**src/hdl/zbuffer_triangle_rasterizer_core_macros.svh**
```systemverilog
// assertion macros used by the rasterizer core rtl
`ifndef ZBUFFER_TRIANGLE_RASTERIZER_CORE_MACROS_SVH
`define ZBUFFER_TRIANGLE_RASTERIZER_CORE_MACROS_SVH
`ifndef SYNTHESIS
`define ZTR_ASSERT(lbl, prop, msg) \
	lbl: assert property (@(posedge clk) disable iff (!arst_n) prop) else $error(msg);
`define ZTR_NEVER(lbl, cond, msg) \
	lbl: assert property (@(posedge clk) disable iff (!arst_n) !(cond)) else $error(msg);
`else
`define ZTR_ASSERT(lbl, prop, msg)
`define ZTR_NEVER(lbl, cond, msg)
`endif
`endif

```
**src/hdl/ztr_pkg.sv**
```systemverilog
// shared types and constants of the z-buffer triangle rasterizer
`default_nettype none
package ztr_pkg;
	localparam int MAX_WIDTH     = 256;
	localparam int MAX_HEIGHT    = 256;
	localparam int MAX_TRIANGLES = 65536;
	localparam int CHANNELS      = 3;
	localparam int CH_MAX        = (CHANNELS < 3) ? CHANNELS : 3;
	localparam int NPIX          = MAX_WIDTH * MAX_HEIGHT;
	localparam int ADDR_W        = $clog2(NPIX);
	localparam int XW            = $clog2(MAX_WIDTH);
	localparam int YW            = $clog2(MAX_HEIGHT);
	localparam int CW            = (XW > YW) ? XW : YW;
	localparam int TRI_W         = $clog2(MAX_TRIANGLES);
	localparam int DEPTH_W       = 32;
	localparam int COL_W         = 24;
	localparam int TIDX_W        = 17;
	localparam int DW            = 64;
	localparam int MB            = 40;
	localparam int NW            = 40;
	localparam int CFG_IDX_W     = 3;

	localparam logic [DEPTH_W-1:0] DEPTH_MIN = {1'b1, {(DEPTH_W-1){1'b0}}};
	localparam logic [TIDX_W-1:0]  TIDX_NONE = {TIDX_W{1'b1}};

	localparam logic [CFG_IDX_W-1:0] CFG_WIDTH    = 3'd0;
	localparam logic [CFG_IDX_W-1:0] CFG_HEIGHT   = 3'd1;
	localparam logic [CFG_IDX_W-1:0] CFG_CHANNELS = 3'd2;
	localparam logic [CFG_IDX_W-1:0] CFG_FLAT     = 3'd3;
	localparam logic [CFG_IDX_W-1:0] CFG_CWE      = 3'd4;

	typedef enum logic [1:0] {
		MODE_BG    = 2'd0,
		MODE_VERT  = 2'd1,
		MODE_READ  = 2'd2,
		MODE_FRAME = 2'd3
	} mode_t;

	typedef enum logic {
		MDU_MUL = 1'b0,
		MDU_DIV = 1'b1
	} mdu_op_t;

	typedef struct packed {
		logic    start;
		mdu_op_t op;
	} mdu_ctl_t;

	typedef struct packed {
		logic              we;
		logic              col_en;
		logic [ADDR_W-1:0] addr;
		logic [DEPTH_W-1:0] depth;
		logic [TIDX_W-1:0] tidx;
		logic [COL_W-1:0]  col;
	} fb_wr_t;

	typedef struct packed {
		logic              re;
		logic [ADDR_W-1:0] addr;
	} fb_rd_t;

	typedef enum logic [4:0] {
		ST_CLEAR, ST_IDLE, ST_RD_OUT, ST_SETUP, ST_DET_A, ST_DET_B, ST_DET_CHK,
		ST_N0_A, ST_N0_B, ST_N1_A, ST_N1_B, ST_COVER, ST_Z0, ST_Z1, ST_Z2,
		ST_ZDIV, ST_MEM_RD, ST_MEM_CMP, ST_C0, ST_C1, ST_C2, ST_CDIV,
		ST_PIX_WR, ST_PIX_NEXT, ST_TRI_END
	} ztr_state_t;
endpackage
`default_nettype wire

```
**src/hdl/ztr_mdu.sv**
```systemverilog
// shared iterative multiply-accumulate and floor-divide unit
`default_nettype none
module ztr_mdu (
	input  wire logic                             clk,
	input  wire logic                             arst_n,
	input  wire ztr_pkg::mdu_ctl_t                ctl,
	input  wire logic signed [ztr_pkg::DW-1:0]    a,
	input  wire logic signed [ztr_pkg::DW-1:0]    b,
	input  wire logic signed [ztr_pkg::DW-1:0]    acc,
	output logic                                  busy,
	output logic                                  done,
	output logic signed [ztr_pkg::DW-1:0]         res
);
	logic                          run_q, fin_q, done_q, neg_q;
	ztr_pkg::mdu_op_t              op_q;
	logic signed [ztr_pkg::DW-1:0] p_q, mc_q;
	logic [ztr_pkg::MB-1:0]        mp_q;
	logic [ztr_pkg::DW-1:0]        quo_q, rem_q, dvs_q, rs;
	logic [ztr_pkg::DW:0]          diff;
	logic [$clog2(ztr_pkg::DW)-1:0] cnt_q;

	assign rs   = {rem_q[ztr_pkg::DW-2:0], quo_q[ztr_pkg::DW-1]};
	assign diff = {1'b0, rs} - {1'b0, dvs_q};

	always_ff @(posedge clk or negedge arst_n) begin
		if (!arst_n) begin
			run_q  <= 1'b0;
			fin_q  <= 1'b0;
			done_q <= 1'b0;
		end else begin
			done_q <= 1'b0;
			if (ctl.start) begin
				op_q  <= ctl.op;
				run_q <= 1'b1;
				fin_q <= 1'b0;
				cnt_q <= '0;
				if (ctl.op == ztr_pkg::MDU_MUL) begin
					p_q  <= acc;
					mc_q <= b[ztr_pkg::DW-1] ? -a : a;
					mp_q <= ztr_pkg::MB'(b[ztr_pkg::DW-1] ? -b : b);
				end else begin
					quo_q <= a[ztr_pkg::DW-1] ? -a : a;
					rem_q <= '0;
					dvs_q <= b;
					neg_q <= a[ztr_pkg::DW-1];
				end
			end else if (run_q) begin
				if (op_q == ztr_pkg::MDU_MUL) begin
					if (mp_q == '0) begin
						res    <= p_q;
						run_q  <= 1'b0;
						done_q <= 1'b1;
					end else begin
						if (mp_q[0]) begin
							p_q <= p_q + mc_q;
						end
						mc_q <= mc_q <<< 1;
						mp_q <= mp_q >> 1;
					end
				end else if (fin_q) begin
					// floor for negative dividends: -q, or ~q when a remainder is left
					res    <= neg_q ? $signed(~quo_q + ztr_pkg::DW'(rem_q == '0))
					                : $signed(quo_q);
					run_q  <= 1'b0;
					fin_q  <= 1'b0;
					done_q <= 1'b1;
				end else begin
					if (!diff[ztr_pkg::DW]) begin
						rem_q <= diff[ztr_pkg::DW-1:0];
						quo_q <= {quo_q[ztr_pkg::DW-2:0], 1'b1};
					end else begin
						rem_q <= rs;
						quo_q <= {quo_q[ztr_pkg::DW-2:0], 1'b0};
					end
					cnt_q <= cnt_q + 1'b1;
					if (cnt_q == '1) begin
						fin_q <= 1'b1;
					end
				end
			end
		end
	end

	assign busy = run_q;
	assign done = done_q;
endmodule
`default_nettype wire

```
**config.mk**
```make
export PLATFORM = sky130hd
export DESIGN_NAME = ztr_mdu
export DESIGN_NICKNAME = d
export VERILOG_FILES = /design/src/hdl/zbuffer_triangle_rasterizer_core_macros.svh /design/src/hdl/ztr_pkg.sv /design/src/hdl/ztr_mdu.sv
export SDC_FILE = /design/constraint.sdc
export NUM_CORES = 1
export LEC_CHECK = 0
export BUFFER_PORTS_ARGS = -buffer_cell sky130_fd_sc_hd__buf_2
export CAP_MARGIN = 20
export CELL_PAD_IN_SITES_DETAIL_PLACEMENT = 0
export CELL_PAD_IN_SITES_GLOBAL_PLACEMENT = 1
export CORE_MARGIN = 2
export CORE_UTILIZATION = 43
export DETAILED_ROUTE_END_ITERATION = 8
export HOLD_SLACK_MARGIN = 0.06
export PLACE_DENSITY_LB_ADDON = 0.1
export SYNTH_ARGS = -nofsm -noshare
export SYNTH_HDL_FRONTEND = slang
export SYNTH_SLANG_ARGS = --single-unit
```
**constraint.sdc**
```tcl
create_clock -name clk -period 5.1 [get_ports clk]
set_clock_uncertainty 0.15 [all_clocks]
set_input_delay 0.765 -clock clk [delete_from_list [all_inputs] [get_ports clk]]
set_output_delay 0.765 -clock clk [all_outputs]
set_load 0.02 [all_outputs]
```
* Word-level counts from Yosys, hierarchy flattened
Index checks and enable logic that the tools add are counted.
Operators by class: magnitude comparators 0, divide/modulo/power cells 0, shift operators 0, equal/unequal tests 7, add/subtract/negate cells 6, muxes and demuxes 53, $mul 0, reduce and logical (&&, ||, !) cells 13, bitwise logic cells 2
Operators by type and width (count):
- $mux 64 | 28
- $mux 40 | 6
- $sub 64x64->65 | 1
- $add 64x1->64 | 1
- $add 64x64->64 | 1
- $logic_not 64->1 | 1
- $neg 64->64 | 1
- $not 64->64 | 1
- $logic_not 40->1 | 1
- $neg 40->40 | 1
- $mux 6 | 3
- $mux 1 | 16
- $reduce_and 5->1 | 3
- $ne 2x2->1 const B | 6
- $reduce_bool 2->1 | 4
- $add 6x1->6 const B | 1
- $eq 6x6->1 const B | 1
- $reduce_and 6->1 | 1
- $reduce_and 2->1 | 2
- $reduce_and 3->1 | 1
- $not 1->1 | 1
Word-level totals: ROM bits 0, latch bits 0, RAM bits 0, register bits 435, input bits 196, memories 0

* Longest topological paths before layout
depth in word-level cells 6, gate-level depth with buffers 15, mapped depth without buffers 13

* Worst setup path after synthesis
Ideal clock, no wire load.
kind input to register, from input port ctl[1] (netlist name), to register p_q[0] (netlist name) (enable), cell stages on the path 5, path buffers 1, arrival time 5663 ps, library setup time 427 ps, slack -1139 ps, data required time 4523 ps, cells stage by stage clkbuf_1 clkinv_1 o21ai_0 and4b_1 o21a_1
On the way: word-level cells in the longest chain between the ends 2, elaborated cells on any way between the ends 6, classes of those cells 3 x eq/ne; 3 x reduce/logical
RTL lines:
- from (decl) | RTL line ztr_mdu.sv:6 | input wire ztr_pkg::mdu_ctl_t ctl,
- $ne 2x2->1 (no source line) or $reduce_bool 2->1 (tied branches)
- $reduce_and 6->1 (no source line) *
- to (signal assigned) | RTL line ztr_mdu.sv:55 | p_q <= p_q + mc_q;
- to (decl) | RTL line ztr_mdu.sv:16 | logic signed [ztr_pkg::DW-1:0] p_q, mc_q;
Every way passes the cells marked *; elsewhere a longest branch is shown, timed or not. A chain may end at the register's enable or synchronous reset.

* Worst setup path in the final report
from register quo_q[63] (netlist name), to register rem_q[59] (netlist name) (data pin)
On the way: word-level cells in the longest chain between the ends 6
RTL lines:
- from (decl) | RTL line ztr_mdu.sv:18 | logic [ztr_pkg::DW-1:0] quo_q, rem_q, dvs_q, rs;
- from (signal assigned) | RTL line ztr_mdu.sv:42 | quo_q <= a[ztr_pkg::DW-1] ? -a : a;
- from (signal assigned) | RTL line ztr_mdu.sv:70 | quo_q <= {quo_q[ztr_pkg::DW-2:0], 1'b1};
- from (signal assigned) | RTL line ztr_mdu.sv:73 | quo_q <= {quo_q[ztr_pkg::DW-2:0], 1'b0};
- $sub 64x64->65 | RTL line ztr_mdu.sv:23 | assign diff = {1'b0, rs} - {1'b0, dvs_q};
- $mux 64 | RTL line ztr_mdu.sv:68 | if (!diff[ztr_pkg::DW]) begin
- $mux 64 | RTL line ztr_mdu.sv:60 | end else if (fin_q) begin
- $mux 64 | RTL line ztr_mdu.sv:48 | if (op_q == ztr_pkg::MDU_MUL) begin
- $mux 64 | RTL line ztr_mdu.sv:47 | end else if (run_q) begin
- $mux 64 | RTL line ztr_mdu.sv:32 | if (ctl.start) begin
- to (signal assigned) | RTL line ztr_mdu.sv:69 | rem_q <= diff[ztr_pkg::DW-1:0];
- to (signal assigned) | RTL line ztr_mdu.sv:72 | rem_q <= rs;
- to (decl) | RTL line ztr_mdu.sv:18
No other way between the ends. The select of a mux whose other input is x is not followed.

==> flow_summary.toml <==
[grt]
grt.total_usage_pct = 26.60
grt_pass1_wl_mm = 145.5
grt_max_degree = 147
grt_pass1_vias = 24150
antenna_found_initial = 10
grt-ovfl-total = 0

[detailed_routing]
vias = 25070
drtIter0Drc = 2243
first_pass_iters = 5
drc = 0
drt-total-wl_mm = 96.27
viasPerCell = 5.745
drtAntennaViolNets = 0
post_drt_wl_per_cell_um = 22.06

[clock_tree]
clockBufferDepth = 3
clkLatencyLatePin_ps = 610
numCtsBuffers = 54
clk_pin_slew_ps = 60
cts_resized = 0
cts_setup_buffers = 0
cts_tree = "built"
clock-sinks = 435
cts_hold_buf = 1
h-tree-depth = 2
clockRootBuffer = "clkbuf_16"

[flow_run]
timing.max_cap.violations = 0

[finish]
mostFrequentLayoutCells = "edfxtp_1, a21oi_1, nand2_1"
final_common_cell = "edfxtp_1"
fin_cells = 4364
fin_nets = 3766
post-route-util_pct = 49.27
area.growth.synth_to_final_pct = 13.76
final_layout_size_suffix_gt1_share_pct = 12.40

[placed_design]
pre_cts_ws_ps = 490.6
gp_congestion = 0.9880
io_buffers = 261
dpl.cell_count = 4259
dpl.hpwl_mm = 72.21

[pwr]
p_leak_nw = 13.27
p_per_area_nw_per_um2 = 317.8
power_mw = 10.70
ir_drop_mv = 0.2277

[floorplan]
core.rowCount = 96
start_util_pct = 43.31
die_h_um = 266.4
core_um2 = 68350
die_w_um = 266.4
die_area_um2 = 70960
io-pin-count = 262

[setup_path]
critPathCaptureType = "flop"
crit_fanout = 17
path_cells = "inv_1, ha_1, fa_1, nor2b_1, o2111ai_1, a21oi_1, a211oi_1, o21ba_2, o41ai_2, a211oi_1, o21a_1, buf_4, nand2_1, a21oi_1"
crit_arrival_ps = 4880
cp-start-kind = "flop"
required_ps = 5380
crit_type = "reg -> reg"
cp_slowest_stage_delay_ps = 780
critical-path-slowest-cell = "o21a_1"

[timing]
rsz0062_at_grt = "false"
setup_viol = 0
period_share_pct = 90.30
tightest_slew_ps = 977.8
setup_tns_ps = 0
finalHoldViolCount = 0
period_needed_ps = 4605
slew_viol_final = 0
fmax_mhz = 217.1
worst_slack_ps = 494.7
maxSlewHeadroom_pct = 34.82

[logic_synthesis]
netlist_instances = 3239
synth_area_um2 = 29600
yosysUniqueCellTypes = 83
ys_ff_latch = 435
seq_area_frac_synth_pct = 44.08
synth_edf_count = 432
synthArstFlopShare_pct = 0.6897
synth_nets = 3571
avgSynthCellArea_um2 = 9.139
yosys_warnings = 0
synth_flop_cell = "edfxtp_1"

[worst_hold_path]
hold_path.class = "in -> reg"

[outcome]
status = "finished, final reports clean"
-- final timing paths --
check | startpoint | to | slack (ps) | depth (start not counted)
min in group asynchronous | arst_n | busy | 420 | 2
max in group asynchronous | arst_n | done | 4160 | 2
worst min register to register | fin_q | fin_q | 380 | 2
worst max register to register | quo_q[63] | rem_q[59] | 490 | 14
worst min-delay path | b[42] | dvs_q[42] | 190 | 1
worst max-delay path | quo_q[63] | rem_q[59] | 490 | 14
-- state kept, by name (all words and copies together), names as in the netlist --
register,flops
cnt_q,6
op_q,1
quo_q,64
fin_q,1
busy,1
res,64
p_q,64
mp_q,40
done,1
neg_q,1
mc_q,64
rem_q,64
dvs_q,64
-- cell type report --
class | count | area (um2)
flip-flops and latches | 435 | 13050
clock buffers | 70 | 1525
clock inverters | 29 | 335.3
inverters | 115 | 431.7
multi-input cells | 2525 | 15530
repair buffers | 303 | 1687
fillers | 6592 | 34670
diodes | 5 | 12.51
well taps | 882 | 1104
-- cells in the mapped netlist, drive strengths merged, types with 50 or more instances --
cell | instances | area share, %
a21o | 79 | 2.0
a21oi | 413 | 7.0
clkbuf | 153 | 1.9
edfxtp | 432 | 44
ha | 134 | 5.7
inv | 114 | 1.4
nand2 | 399 | 5.1
nand4 | 52 | 1.1
nor2 | 354 | 4.5
nor4 | 50 | 1.2
o21ai | 201 | 3.4
o31ai | 50 | 1.3
or3 | 55 | 1.2
xnor2 | 74 | 2.2
xor2 | 260 | 7.7
-- stage by stage --
step	hold WS, ps	area [um2]
6_report	189.2	33680
5_1_grt	156.8	33680
4_1_cts	147.0	33660
3_5_place_dp	373.2	31790
3_3_place_gp	361.7	31790
2_1_floorplan	319.4	29610
-- where the power goes --
group          switching [mW]  leakage, nW  internal [mW]
Sequential              0.167         4.04           4.24
Clock                    1.58        0.916           2.49
Combinational            1.40         8.31          0.819
Total                    3.16         13.3           7.55
-- worst max-delay path: cells and delay by family (launching register included) --
family / cells / cell delay [ps]
AOI/OAI and AO/OA: 8 / 2820
buffers and inverters: 2 / 460
adders and majority gates: 2 / 430
DFF: 1 / 380
and+or+nand+nor: 2 / 170
-- cells by family after synthesis --
family                     after synthesis  share of synthesized area (%)
xor gates and xnor gates               334                          9.882
AOI/OAI and AO/OA                      922                          18.57
muxes                                   16                         0.5833
buffers and inverters                  279                          3.567
adders and majority gates              136                          5.799
and+or+nand+nor                       1117                          17.52
DFF                                    435                          44.08
-- layer usage --
| metal | vias up | GRT usage (%) | wire length (um) |
|---|---|---|---|
| met1 | 12010 | 38.55 | 45120 |
| met4 | 6 | 7.045 | 2353 |
| met3 | 126 | 2.952 | 4893 |
| li1 | 12190 | - | - |
| met2 | 740 | 42.26 | 43860 |
| met5 | - | 0 | 38 |
No activity file was read; power rests on OpenSTA's default activity.
